**src/rtl/core/hcp_pkg.sv**
```systemverilog
package hcp_pkg;

  localparam int unsigned DIM_FIELD_W = 17;

  typedef enum logic [3:0] {
    PH_MARK    = 4'd0,
    PH_SIZE    = 4'd1,
    PH_XPTS    = 4'd2,
    PH_YPTS    = 4'd3,
    PH_SKIP    = 4'd4,
    PH_SCALE   = 4'd5,
    PH_BASE    = 4'd6,
    PH_SAMPLES = 4'd7
  } phase_e;

  typedef enum logic [2:0] {
    KIND_HEADER     = 3'd0,
    KIND_SAMPLE     = 3'd1,
    KIND_END        = 3'd2,
    KIND_UNEXPECTED = 3'd3,
    KIND_TRUNCATED  = 3'd4
  } kind_e;

  localparam logic [63:0] MARK_TERRAGEN = 64'h54455252_4147454E;
  localparam logic [63:0] MARK_TERRAIN  = 64'h54455252_41494E20;
  localparam logic [31:0] MARK_SIZE     = 32'h53495A45;
  localparam logic [31:0] MARK_XPTS     = 32'h58505453;
  localparam logic [31:0] MARK_YPTS     = 32'h59505453;
  localparam logic [31:0] MARK_SCAL     = 32'h5343414C;
  localparam logic [31:0] MARK_CRAD     = 32'h43524144;
  localparam logic [31:0] MARK_CRVM     = 32'h4352564D;
  localparam logic [31:0] MARK_ALTW     = 32'h414C5457;
  localparam logic [31:0] MARK_EOF      = 32'h454F4620;

  localparam logic [3:0] LEN_WORD  = 4'd4;
  localparam logic [3:0] LEN_SCAL  = 4'd12;
  localparam logic [3:0] LEN_HALF  = 4'd2;
  localparam logic [3:0] LEN_SIG   = 4'd8;

  localparam logic [15:0] SAMPLE_FLIP = 16'h8000;

  typedef struct packed {
    logic [7:0] data_byte;
    logic       first_byte;
    logic       final_byte;
  } in_item_t;

  typedef struct packed {
    kind_e                   kind;
    logic [15:0]             sample;
    logic [DIM_FIELD_W-1:0]  width_points;
    logic [DIM_FIELD_W-1:0]  height_points;
    logic signed [15:0]      height_scale;
    logic signed [15:0]      base_height;
    logic                    last_sample;
  } out_item_t;

  typedef struct packed {
    logic       set_signature;
    logic       set_terrain;
    logic       start;
    phase_e     phase;
    logic [3:0] len;
    logic       stop;
    kind_e      stop_kind;
  } mark_dec_t;

endpackage

```
**src/rtl/core/hcp_marker_dec.sv**
```systemverilog
module hcp_marker_dec (
  input  logic [63:0]        marker_i,
  input  logic               seen_signature_i,
  input  logic               seen_terrain_i,
  input  logic               seen_size_i,
  output hcp_pkg::mark_dec_t dec_o
);

  logic [31:0] word;

  assign word = marker_i[31:0];

  always_comb begin
    dec_o           = '0;
    dec_o.phase     = hcp_pkg::PH_MARK;
    dec_o.stop_kind = hcp_pkg::KIND_UNEXPECTED;
    if (!seen_terrain_i) begin
      if (!seen_signature_i && marker_i == hcp_pkg::MARK_TERRAGEN) begin
        dec_o.set_signature = 1'b1;
      end else if (seen_signature_i && marker_i == hcp_pkg::MARK_TERRAIN) begin
        dec_o.set_terrain = 1'b1;
      end else begin
        dec_o.stop = 1'b1;
        if (marker_i[63:32] == hcp_pkg::MARK_EOF) begin
          dec_o.stop_kind = hcp_pkg::KIND_END;
        end
      end
    end else begin
      if (word == hcp_pkg::MARK_SIZE) begin
        dec_o.start = 1'b1;
        dec_o.phase = hcp_pkg::PH_SIZE;
        dec_o.len   = hcp_pkg::LEN_WORD;
      end else if (seen_size_i && word == hcp_pkg::MARK_XPTS) begin
        dec_o.start = 1'b1;
        dec_o.phase = hcp_pkg::PH_XPTS;
        dec_o.len   = hcp_pkg::LEN_WORD;
      end else if (seen_size_i && word == hcp_pkg::MARK_YPTS) begin
        dec_o.start = 1'b1;
        dec_o.phase = hcp_pkg::PH_YPTS;
        dec_o.len   = hcp_pkg::LEN_WORD;
      end else if (seen_size_i && word == hcp_pkg::MARK_SCAL) begin
        dec_o.start = 1'b1;
        dec_o.phase = hcp_pkg::PH_SKIP;
        dec_o.len   = hcp_pkg::LEN_SCAL;
      end else if (seen_size_i && (word == hcp_pkg::MARK_CRAD ||
                                   word == hcp_pkg::MARK_CRVM)) begin
        dec_o.start = 1'b1;
        dec_o.phase = hcp_pkg::PH_SKIP;
        dec_o.len   = hcp_pkg::LEN_WORD;
      end else if (seen_size_i && word == hcp_pkg::MARK_ALTW) begin
        dec_o.start = 1'b1;
        dec_o.phase = hcp_pkg::PH_SCALE;
        dec_o.len   = hcp_pkg::LEN_HALF;
      end else begin
        dec_o.stop = 1'b1;
        if (word == hcp_pkg::MARK_EOF) begin
          dec_o.stop_kind = hcp_pkg::KIND_END;
        end
      end
    end
  end

endmodule

```
**src/rtl/core/hcp_parser.sv**
```systemverilog
module hcp_parser #(
  parameter int unsigned DIM_BITS = 17
) (
  input  logic               clk_i,
  input  logic               rst_ni,
  input  logic               take_i,
  input  hcp_pkg::in_item_t  item_i,
  output logic               res_valid_o,
  output hcp_pkg::out_item_t res_o
);

  localparam int unsigned DimFieldW = hcp_pkg::DIM_FIELD_W;
  localparam logic [16:0] DIM_MAX = 17'((1 << DIM_BITS) - 1);

  hcp_pkg::phase_e     phase_q, phase_d, cur_phase;
  logic [63:0]         shift_q, shift_d, cur_shift, mark_new;
  logic [3:0]          bif_q, bif_d, cur_bif, bif_inc, mark_len;
  logic [3:0]          skip_q, skip_d, cur_skip;
  logic [7:0]          low_q, low_d, cur_low;
  logic                sig_q, sig_d, cur_sig;
  logic                terr_q, terr_d, cur_terr;
  logic                size_q, size_d, cur_size;
  logic                halted_q, halted_d, cur_halted;
  logic [DIM_BITS-1:0] x_q, x_d, cur_x;
  logic [DIM_BITS-1:0] y_q, y_d, cur_y;
  logic [DIM_BITS-1:0] col_q, col_d, cur_col;
  logic [DIM_BITS-1:0] row_q, row_d, cur_row;
  logic [15:0]         scale_q, scale_d, cur_scale;
  logic [15:0]         base_q, base_d, cur_base;
  logic [15:0]         word_new;
  logic [16:0]         dim_raw, dim_sat;
  logic [DIM_BITS:0]   col_inc, row_inc, x_ext, y_ext;
  hcp_pkg::mark_dec_t  dec;
  hcp_pkg::kind_e      kind;
  logic                res_on;
  logic [15:0]         smp;
  logic                last;
  logic                first;

  assign first = item_i.first_byte;

  // A first byte restarts the parse before the byte is taken.
  always_comb begin
    if (first) begin
      cur_phase  = hcp_pkg::PH_MARK;
      cur_shift  = '0;
      cur_bif    = '0;
      cur_skip   = '0;
      cur_low    = '0;
      cur_sig    = 1'b0;
      cur_terr   = 1'b0;
      cur_size   = 1'b0;
      cur_halted = 1'b0;
      cur_x      = '0;
      cur_y      = '0;
      cur_col    = '0;
      cur_row    = '0;
      cur_scale  = '0;
      cur_base   = '0;
    end else begin
      cur_phase  = phase_q;
      cur_shift  = shift_q;
      cur_bif    = bif_q;
      cur_skip   = skip_q;
      cur_low    = low_q;
      cur_sig    = sig_q;
      cur_terr   = terr_q;
      cur_size   = size_q;
      cur_halted = halted_q;
      cur_x      = x_q;
      cur_y      = y_q;
      cur_col    = col_q;
      cur_row    = row_q;
      cur_scale  = scale_q;
      cur_base   = base_q;
    end
  end

  assign mark_new = {cur_shift[55:0], item_i.data_byte};
  assign bif_inc  = cur_bif + 4'd1;
  assign mark_len = cur_terr ? hcp_pkg::LEN_WORD : hcp_pkg::LEN_SIG;
  assign word_new = {item_i.data_byte, cur_low};

  // SIZE counts points as size+1; every dimension saturates.
  assign dim_raw = {1'b0, word_new} + ((cur_phase == hcp_pkg::PH_SIZE) ? 17'd1 : 17'd0);
  assign dim_sat = (dim_raw > DIM_MAX) ? DIM_MAX : dim_raw;

  assign col_inc = {1'b0, cur_col} + 1'b1;
  assign row_inc = {1'b0, cur_row} + 1'b1;
  assign x_ext   = {1'b0, cur_x};
  assign y_ext   = {1'b0, cur_y};

  hcp_marker_dec u_marker_dec (
    .marker_i        (mark_new),
    .seen_signature_i(cur_sig),
    .seen_terrain_i  (cur_terr),
    .seen_size_i     (cur_size),
    .dec_o           (dec)
  );

  always_comb begin
    phase_d  = cur_phase;
    shift_d  = cur_shift;
    bif_d    = cur_bif;
    skip_d   = cur_skip;
    low_d    = cur_low;
    sig_d    = cur_sig;
    terr_d   = cur_terr;
    size_d   = cur_size;
    halted_d = cur_halted;
    x_d      = cur_x;
    y_d      = cur_y;
    col_d    = cur_col;
    row_d    = cur_row;
    scale_d  = cur_scale;
    base_d   = cur_base;
    kind     = hcp_pkg::KIND_HEADER;
    res_on   = 1'b0;
    smp      = '0;
    last     = 1'b0;

    if (!cur_halted) begin
      case (cur_phase)
        hcp_pkg::PH_MARK: begin
          shift_d = mark_new;
          bif_d   = bif_inc;
          if (bif_inc >= mark_len) begin
            shift_d = '0;
            bif_d   = '0;
            if (dec.set_signature) begin
              sig_d = 1'b1;
            end
            if (dec.set_terrain) begin
              terr_d = 1'b1;
            end
            if (dec.start) begin
              phase_d = dec.phase;
              skip_d  = dec.len;
            end
            if (dec.stop) begin
              res_on = 1'b1;
              kind   = dec.stop_kind;
            end
          end
        end
        hcp_pkg::PH_SIZE, hcp_pkg::PH_XPTS, hcp_pkg::PH_YPTS: begin
          if (cur_bif == 4'd0) begin
            low_d = item_i.data_byte;
          end else if (cur_bif == 4'd1) begin
            if (cur_phase == hcp_pkg::PH_SIZE) begin
              size_d = 1'b1;
              x_d    = DIM_BITS'(dim_sat);
              y_d    = DIM_BITS'(dim_sat);
            end else if (cur_phase == hcp_pkg::PH_XPTS) begin
              x_d = DIM_BITS'(dim_sat);
            end else begin
              y_d = DIM_BITS'(dim_sat);
            end
          end
          bif_d = bif_inc;
          if (bif_inc >= hcp_pkg::LEN_WORD) begin
            phase_d = hcp_pkg::PH_MARK;
            bif_d   = '0;
            shift_d = '0;
          end
        end
        hcp_pkg::PH_SKIP: begin
          bif_d = bif_inc;
          if (bif_inc >= cur_skip) begin
            phase_d = hcp_pkg::PH_MARK;
            bif_d   = '0;
            shift_d = '0;
          end
        end
        hcp_pkg::PH_SCALE: begin
          if (cur_bif == 4'd0) begin
            low_d = item_i.data_byte;
            bif_d = 4'd1;
          end else begin
            scale_d = word_new;
            phase_d = hcp_pkg::PH_BASE;
            skip_d  = hcp_pkg::LEN_HALF;
            bif_d   = '0;
          end
        end
        hcp_pkg::PH_BASE: begin
          if (cur_bif == 4'd0) begin
            low_d = item_i.data_byte;
            bif_d = 4'd1;
          end else begin
            base_d = word_new;
            res_on = 1'b1;
            kind   = hcp_pkg::KIND_HEADER;
            col_d  = '0;
            row_d  = '0;
            bif_d  = '0;
            // Empty grid: header only.
            if (cur_x == '0 || cur_y == '0) begin
              phase_d = hcp_pkg::PH_MARK;
              shift_d = '0;
            end else begin
              phase_d = hcp_pkg::PH_SAMPLES;
              skip_d  = hcp_pkg::LEN_HALF;
            end
          end
        end
        hcp_pkg::PH_SAMPLES: begin
          if (cur_bif == 4'd0) begin
            low_d = item_i.data_byte;
            bif_d = 4'd1;
          end else begin
            bif_d  = '0;
            smp    = word_new ^ hcp_pkg::SAMPLE_FLIP;
            res_on = 1'b1;
            kind   = hcp_pkg::KIND_SAMPLE;
            last   = (col_inc == x_ext) && (row_inc == y_ext);
            col_d  = col_inc[DIM_BITS-1:0];
            if (col_inc >= x_ext) begin
              col_d = '0;
              row_d = row_inc[DIM_BITS-1:0];
              if (row_inc >= y_ext) begin
                row_d   = '0;
                phase_d = hcp_pkg::PH_MARK;
                shift_d = '0;
              end
            end
          end
        end
        default: begin
          phase_d = hcp_pkg::PH_MARK;
          bif_d   = '0;
          shift_d = '0;
        end
      endcase

      if (res_on && (kind == hcp_pkg::KIND_END || kind == hcp_pkg::KIND_UNEXPECTED)) begin
        halted_d = 1'b1;
      end else if (item_i.final_byte) begin
        halted_d = 1'b1;
        // Truncated file replaces whatever this byte produced.
        if (phase_d != hcp_pkg::PH_MARK || bif_d != 4'd0) begin
          res_on = 1'b1;
          kind   = hcp_pkg::KIND_TRUNCATED;
          smp    = '0;
          last   = 1'b0;
        end
      end
    end
  end

  always_ff @(posedge clk_i or negedge rst_ni) begin
    if (!rst_ni) begin
      phase_q  <= hcp_pkg::PH_MARK;
      shift_q  <= '0;
      bif_q    <= '0;
      skip_q   <= '0;
      low_q    <= '0;
      sig_q    <= 1'b0;
      terr_q   <= 1'b0;
      size_q   <= 1'b0;
      halted_q <= 1'b0;
      x_q      <= '0;
      y_q      <= '0;
      col_q    <= '0;
      row_q    <= '0;
      scale_q  <= '0;
      base_q   <= '0;
    end else if (take_i) begin
      phase_q  <= phase_d;
      shift_q  <= shift_d;
      bif_q    <= bif_d;
      skip_q   <= skip_d;
      low_q    <= low_d;
      sig_q    <= sig_d;
      terr_q   <= terr_d;
      size_q   <= size_d;
      halted_q <= halted_d;
      x_q      <= x_d;
      y_q      <= y_d;
      col_q    <= col_d;
      row_q    <= row_d;
      scale_q  <= scale_d;
      base_q   <= base_d;
    end
  end

  assign res_valid_o         = res_on;
  assign res_o.kind          = kind;
  assign res_o.sample        = smp;
  assign res_o.width_points  = DimFieldW'(x_d);
  assign res_o.height_points = DimFieldW'(y_d);
  assign res_o.height_scale  = scale_d;
  assign res_o.base_height   = base_d;
  assign res_o.last_sample   = last;

endmodule

```
**src/rtl/core/heightmap_chunk_parser.sv**
```systemverilog
// Throughput: one item per cycle; the parser logic sits between the input
// register and the result register, and in_ready_o drops only while a
// result waits on out_ready_i with the next item already held.
// Reset: rst_ni clears all parser state and both valid flags; a byte with
// first_byte set restarts the parse without a reset.
module heightmap_chunk_parser #(
  parameter int unsigned DIM_BITS = 17
) (
  input  logic               clk_i,
  input  logic               rst_ni,
  input  logic               in_valid_i,
  output logic               in_ready_o,
  input  hcp_pkg::in_item_t  in_item_i,
  output logic               out_valid_o,
  input  logic               out_ready_i,
  output hcp_pkg::out_item_t out_item_o
);

  logic               in_valid_q;
  hcp_pkg::in_item_t  in_item_q;
  logic               out_valid_q;
  hcp_pkg::out_item_t out_item_q;
  logic               advance;
  logic               res_valid;
  hcp_pkg::out_item_t res;

  assign advance    = in_valid_q && (!out_valid_q || out_ready_i);
  assign in_ready_o = !in_valid_q || advance;

  hcp_parser #(
    .DIM_BITS(DIM_BITS)
  ) u_parser (
    .clk_i      (clk_i),
    .rst_ni     (rst_ni),
    .take_i     (advance),
    .item_i     (in_item_q),
    .res_valid_o(res_valid),
    .res_o      (res)
  );

  always_ff @(posedge clk_i or negedge rst_ni) begin
    if (!rst_ni) begin
      in_valid_q <= 1'b0;
    end else if (in_valid_i && in_ready_o) begin
      in_valid_q <= 1'b1;
    end else if (advance) begin
      in_valid_q <= 1'b0;
    end
  end

  always_ff @(posedge clk_i) begin
    if (in_valid_i && in_ready_o) begin
      in_item_q <= in_item_i;
    end
  end

  always_ff @(posedge clk_i or negedge rst_ni) begin
    if (!rst_ni) begin
      out_valid_q <= 1'b0;
    end else if (advance && res_valid) begin
      out_valid_q <= 1'b1;
    end else if (out_ready_i) begin
      out_valid_q <= 1'b0;
    end
  end

  always_ff @(posedge clk_i) begin
    if (advance && res_valid) begin
      out_item_q <= res;
    end
  end

  assign out_valid_o = out_valid_q;
  assign out_item_o  = out_item_q;

endmodule

```
**config.mk**
```make
export PLATFORM = sky130hd
export DESIGN_NAME = heightmap_chunk_parser
export DESIGN_NICKNAME = d
export VERILOG_FILES = /design/src/rtl/core/hcp_pkg.sv /design/src/rtl/core/hcp_marker_dec.sv /design/src/rtl/core/hcp_parser.sv /design/src/rtl/core/heightmap_chunk_parser.sv
export SDC_FILE = /design/constraint.sdc
export NUM_CORES = 1
export LEC_CHECK = 0
export BUFFER_PORTS_ARGS = -buffer_cell sky130_fd_sc_hd__buf_4
export CAP_MARGIN = 15
export CORE_UTILIZATION = 38
export DETAILED_ROUTE_END_ITERATION = 6
export HOLD_SLACK_MARGIN = 0.12
export SKIP_CTS_REPAIR_TIMING = 1
export SLEW_MARGIN = 0
export SYNTH_ARGS = -nofsm -noshare
export SYNTH_HDL_FRONTEND = slang
export SYNTH_SLANG_ARGS = --single-unit
```
**constraint.sdc**
```tcl
create_clock -name clk_i -period 14.5 [get_ports clk_i]
set_clock_uncertainty 0.05 [all_clocks]
set_input_delay 0.725 -clock clk_i [delete_from_list [all_inputs] [get_ports clk_i]]
set_output_delay 0.725 -clock clk_i [all_outputs]
set_load 0.01 [all_outputs]
```
[After elaboration in Yosys (flattened, before gate mapping)]
Index checks and enable logic that the tools add are counted.
Operators by class
  equal/unequal tests: 23
  order comparisons: 6
  add/subtract/negate cells: 4
  bitwise logic cells: 1
  reductions and logical operators: 33
  muxes and demuxes: 156
Operators with widths (count)
  two-way mux 64 bit: 10
  two-way mux 17 bit: 26
  case mux 64 bit (6 select lines): 1
  == test 32 x 31 -> 1 bit (second input constant): 9
  two-way mux 16 bit: 13
  two-way mux 4 bit: 35
  == test 64 x 63 -> 1 bit (second input constant): 2
  case mux 17 bit (2 select lines): 2
  two-way mux 9 bit: 7
  two-way mux 1 bit: 45
  adder 17 x 1 -> 18 bit (second input constant): 2
  == test 18 x 17 -> 1 bit: 2
  >= comparator 18 x 17 -> 1 bit: 2
  logical NOT 17 bit: 2
  two-way mux 8 bit: 4
  case mux 4 bit (6 select lines): 1
  two-way mux 3 bit: 7
  adder 16 x 17 -> 17 bit: 1
  greater-than comparator 17 bit (second input constant): 1
  == test 4 x 3 -> 1 bit (second input constant): 4
  case mux 4 bit (4 select lines): 1
  logical AND 1 bit: 12
  case mux 4 bit (3 select lines): 1
  == test 4 x 1 -> 1 bit (second input constant): 2
  17 further kinds: 31
Storage, ports and cells
  flip-flop bits (word level): 286
  word-level logic and storage cells: 250
  output and inout bits: 88

[Depth between registers and ports, before layout]
  depth in word-level cells: 22
  depth in mapped cells: 26
  mapped depth without buffers: 17

[Cells and area by module]
A second synthesis with hierarchy kept.
Unflattened totals
  cells, all modules: 1416
  area, all modules: 14732.9 µm²
By module, submodules not included
  hcp_parser: times used 1, area an instance 10991.8 µm², cells an instance 1209
  heightmap_chunk_parser: times used 1, area an instance 2994.1 µm², cells an instance 106
  hcp_marker_dec: times used 1, area an instance 747.0 µm², cells an instance 101

[Worst setup path before layout]
Ideal clock, no wire load.
  path kind: register to register
  from: register in_item_q[1] (netlist name)
  to: register out_item_q, in the netlist out_item_o[0] (enable)
  path slack: 5083 ps
  data required time: 13892 ps
  setup time: 558 ps
  cell stages (with the launch flop): 25
  buffers on the path: 7
  data arrival time: 8809 ps
  path through: edfxtp_1 > buf_2 > buf_2 > buf_2 > buf_1 > buf_2 > buf_1 > clkbuf_1 > nor2b_1 > ha_1 > nand3_1 > nor2_1 > and3_1 > nand4_1 > xor2_1 > nor2_1 > ha_1 > a21o_1 > a211o_1 > o32ai_1 > and4b_1 > o311a_4 > a211oi_4 > a31o_1 > a21oi_1
On the way
  longest elaborated chain between the ends: 21
  elaborated cells between the ends (all ways): 114
RTL lines
  from (decl): line heightmap_chunk_parser.sv:20  | hcp_pkg::in_item_t in_item_q;
  from (signal assigned): line heightmap_chunk_parser.sv:53  | in_item_q <= in_item_i;
  branches (longest 19 deep; another with adder 17 x 1 -> 18 bit)
  two-way mux 1 bit *: line hcp_parser.sv:122  | if (!cur_halted) begin
  logical AND 1 bit *: line heightmap_chunk_parser.sv:68  | if (advance && res_valid) begin
  to (signal assigned): line heightmap_chunk_parser.sv:69  | out_item_q <= res;
  to (decl): line heightmap_chunk_parser.sv:22  | hcp_pkg::out_item_t out_item_q;
Every way passes the cells marked *. The select of a mux whose other input is x is not followed.
A chain may end at the register's enable or synchronous reset.

[Worst setup path after layout]
  from: register in_item_q[1] (netlist name)
  to: register out_item_q, in the netlist out_item_o[61] (enable)
The elaborated chain is that of the path after synthesis.

==> flow_metrics.env <==
export IMPL_cts_tree="built"
export IMPL_path_delay_family="simple AND/OR/NAND/NOR gates"
export IMPL_crit_path_end_kind="register"
export IMPL_hold_end="in_item_q[7]"
export IMPL_wl_per_cell_um=19.97
export IMPL_dieArea_um2=39510
export IMPL_regToRegSetupSlack_ns=8.60
export IMPL_drive_above_1_share_pct=13.57
export IMPL_vias_per_cell=5.659
export IMPL_worstSetupPathType="reg2reg"
export IMPL_htree_num_levels=1
export IMPL_rsz0062_at_grt="no"
export IMPL_cellPowerDensity_nw_per_um2=131.0
export IMPL_period_needed_ns=5.905
export IMPL_syn_area_per_cell_um2=9.775
export IMPL_yosysSeqAreaShare_pct=50.55
export IMPL_slew_limit_headroom_pct=26.81
export IMPL_grt_pass1_wl_um=67300
export IMPL_r2r_start="in_item_q[1]"
export IMPL_holdCritPathClass="in2reg"
export IMPL_portBuffers=101
export IMPL_num_vias=11900
export IMPL_cp_arrival_ns=6.02
export IMPL_holdCritStartpoint="in_item_i[7]"
export IMPL_synth_flop_cell="dfrtp_1"
export IMPL_syn_inst=1505
export IMPL_period_share_pct=40.72
export IMPL_r2r_cells=18
export IMPL_totalWireLength_um=41990
export IMPL_whs_ns=0.2860
export IMPL_cpMaxStageDelayCell="nor3b_1"
export IMPL_num_nets_final=1631
export IMPL_antenna_cells=0
export IMPL_setup_violations=0
export IMPL_hold_depth=1
export IMPL_synthesis_area_um2=14710
export IMPL_syn2layout_area_growth_pct=14.78
export IMPL_grt_max_degree=87
export IMPL_place_hpwl_um=29180
export IMPL_root_buffer="clkbuf_16"
export IMPL_status="completed"
export IMPL_fin_setup_tns_ns=0
export IMPL_synth_cell_types=83
export IMPL_drc=0
export IMPL_busiest_layer="met2"
export IMPL_cts_sinks=278
export IMPL_maxCapViolations=0
export IMPL_finalMaxSlewViolations=0
export IMPL_clock_tree_buffer_depth=3
export IMPL_initial_utilization_pct=38.87
export IMPL_numCtsBuffers=29
export IMPL_ys_seq_elements=278
export IMPL_grt_pass1_vias=11580
export IMPL_async_flop_share_pct=65.47
export IMPL_tightest_slew_ns=1.098
export IMPL_drtIter0Drc=977
export IMPL_final_hold_viol_count=0
export IMPL_path_max_fanout=86
export IMPL_cp_required_ns=14.62
export IMPL_design_core_area_um2=37840
export IMPL_max_stage_delay_ns=0.56
export IMPL_die_x_um=198.8
export IMPL_crit_path_cell_trace="buf_4 -> nor2b_1 -> ha_1 -> nand3_1 -> nor3b_1 -> and4_1 -> xnor2_1 -> nor2_1 -> ha_1 -> nand4_1 -> a2111oi_0 -> a22oi_1 -> and3_1 -> o311a_4 -> a211oi_4 -> a31o_1 -> a21oi_4 -> buf_4"
export IMPL_ys_warn_count=0
export IMPL_grtUsageMet3_pct=2.679
export IMPL_clock_fmax_ghz=0.1694
export IMPL_first_pass_iters=6
export IMPL_irDropWorstVdd_uv=101.9
export IMPL_ant_nets=0
export IMPL_gr_total_overflow=0
export IMPL_num_rows=71
export IMPL_antenna_found_initial=0
export IMPL_gp_congestion=0.9099
export IMPL_grtUsageMet2_pct=34.05
export IMPL_clk_pin_slew_ns=0.07
export IMPL_path_buf_inv=2
export IMPL_p_leak_nw=7.074
export IMPL_clock_latency_ns=0.57
export IMPL_mappedNetlistNets=1566
export IMPL_r2r_end="out_item_o[61]"
export IMPL_synth_edf_count=96
export IMPL_start_kind="register"
export IMPL_grt_util_all_layers_pct=21.81
export IMPL_die_y_um=198.8
export IMPL_met1_usage_pct=31.76
export IMPL_ios=102
==> layout make-up <==
cell class                      count  area [um^2]
Sequential cell                   278         7437
Clock inverter                     19        209.0
Fill cell                        3658        20960
Timing Repair Buffer              123        929.6
Tap cell                          511        639.4
Clock buffer                       34        754.5
Multi-Input combinational cell   1118         6842
Inverter                           20        75.07
==> cells by family (layout without fill, tap and decap cells) <==
| group | Yosys count | count (layout) | share of synthesized area [%] |
|---|---|---|---|
| and+or+nand+nor | 680 | 680 | 22.72 |
| AOI/OAI and AO/OA | 317 | 317 | 14.69 |
| DFF | 278 | 278 | 50.55 |
| buffers and inverters | 109 | 196 | 3.181 |
| adders and majority gates | 47 | 47 | 3.997 |
| xor gates and xnor gates | 45 | 45 | 2.679 |
| muxes | 29 | 29 | 2.186 |
==> cell usage after synthesis, types with 3 or more instances <==
cell / number / area [um^2]
xnor2_1: 26 / 227.7
nor4_1: 31 / 193.9
and2_1: 12 / 75.07
nand4b_1: 4 / 35.03
dfrtp_1: 182 / 4554
nand2b_1: 8 / 50.05
nor3b_1: 10 / 75.07
o21ai_1: 58 / 290.3
nor3_1: 24 / 120.1
nand2_1: 311 / 1167
mux2_2: 25 / 281.5
a32oi_1: 4 / 35.03
nor4_2: 4 / 50.05
buf_2: 11 / 55.05
nor4b_1: 11 / 96.34
and4b_1: 4 / 40.04
a22o_1: 82 / 718.2
nand4_1: 42 / 262.8
nor4bb_1: 7 / 70.07
a21oi_1: 83 / 415.4
o21ai_0: 26 / 130.1
ha_1: 47 / 588.1
xor2_1: 19 / 166.4
a31oi_1: 5 / 31.28
buf_6: 5 / 56.30
a21o_1: 11 / 82.58
and3_1: 9 / 56.30
a22oi_1: 3 / 22.52
clkbuf_1: 62 / 232.7
a211oi_1: 7 / 52.55
nand3_1: 49 / 245.2
a32o_1: 3 / 30.03
or3_1: 4 / 25.02
and4_1: 5 / 43.79
nand3b_1: 6 / 45.04
nor2b_1: 29 / 181.4
inv_1: 19 / 71.32
edfxtp_1: 96 / 2883
nor2_1: 94 / 352.8
mux2i_1: 4 / 40.04
o22ai_1: 4 / 25.02
buf_1: 9 / 33.78
a211o_1: 3 / 26.28
==> registers in the layout, indices dropped and copies added (netlist names) <==
| signal | cells |
|---|---|
| in_item_q | 10 |
| in_valid_q | 1 |
| out_item_o | 86 |
| out_valid_o | 1 |
| u_parser.base_q | 16 |
| u_parser.bif_q | 4 |
| u_parser.col_q | 17 |
| u_parser.halted_q | 1 |
| u_parser.low_q | 8 |
| u_parser.phase_q | 4 |
| u_parser.row_q | 17 |
| u_parser.scale_q | 16 |
| u_parser.shift_q | 56 |
| u_parser.sig_q | 1 |
| u_parser.size_q | 1 |
| u_parser.skip_q | 4 |
| u_parser.terr_q | 1 |
| u_parser.x_q | 17 |
| u_parser.y_q | 17 |
==> cells in the final DEF, fill, tap and decap left out, drive strengths merged, types with 6 or more instances in the layout <==
| cell type | netlist | routed |
|---|---|---|
| nand2 | 311 | 311 |
| dfrtp | 182 | 182 |
| buf | 27 | 122 |
| edfxtp | 96 | 96 |
| nor2 | 95 | 95 |
| o21ai | 84 | 84 |
| a21oi | 83 | 83 |
| a22o | 82 | 82 |
| nand3 | 49 | 49 |
| ha | 47 | 47 |
| nand4 | 43 | 43 |
| nor4 | 35 | 35 |
| clkbuf | 62 | 34 |
| nor2b | 29 | 29 |
| xnor2 | 26 | 26 |
| mux2 | 25 | 25 |
| nor3 | 25 | 25 |
| inv | 20 | 22 |
| xor2 | 19 | 19 |
| and2 | 13 | 13 |
| nor4b | 11 | 11 |
| a21o | 11 | 11 |
| nor3b | 11 | 11 |
| and3 | 9 | 9 |
| nand2b | 9 | 9 |
| clkinv | 0 | 9 |
| a211oi | 8 | 8 |
| nor4bb | 7 | 7 |
| nand3b | 6 | 6 |
| and4 | 6 | 6 |
| a31oi | 6 | 6 |
==> routing by layer <==
metal,up-vias,routed length [um]
met4,0,941
met2,406,19360
met5,-,0
met3,60,2515
met1,5837,19170
li1,5597,-
==> how the worst max path moves through the flow <==
stage,startpoint,to,cells after the start
global placement,in_item_q[1],out_item_o[50],18
CTS,in_item_q[1],out_item_o[58],18
detailed placement,in_item_q[1],out_item_o[58],18
finish,in_item_q[1],out_item_o[61],18
floorplan,in_item_q[1],out_item_o[0],24
global route,in_item_q[1],out_item_o[46],18
==> where the power goes <==
group,total (mW),internal [mW],switching [mW],leakage [nW]
Clock,0.762,0.443,0.318,0.457
Combinational,0.430,0.156,0.274,3.18
Sequential,1.02,0.910,0.110,3.43
==> through the flow <==
stage | power [mW] | util (%) | setup WS (ns) | cells | area (um^2)
after floorplan | 1.288 | - | 5.083 | 1505 | 14710
after global placement | 1.460 | 42.05 | 8.859 | 2049 | 15910
after detailed placement | 1.462 | 42.05 | 8.698 | 2049 | 15910
after CTS | 2.226 | 44.59 | 8.642 | 2102 | 16880
after global routing | 2.310 | 44.62 | 8.104 | 2103 | 16890
final | 2.212 | 44.62 | 8.595 | 2103 | 16890
(Power assumes the default switching activity.)
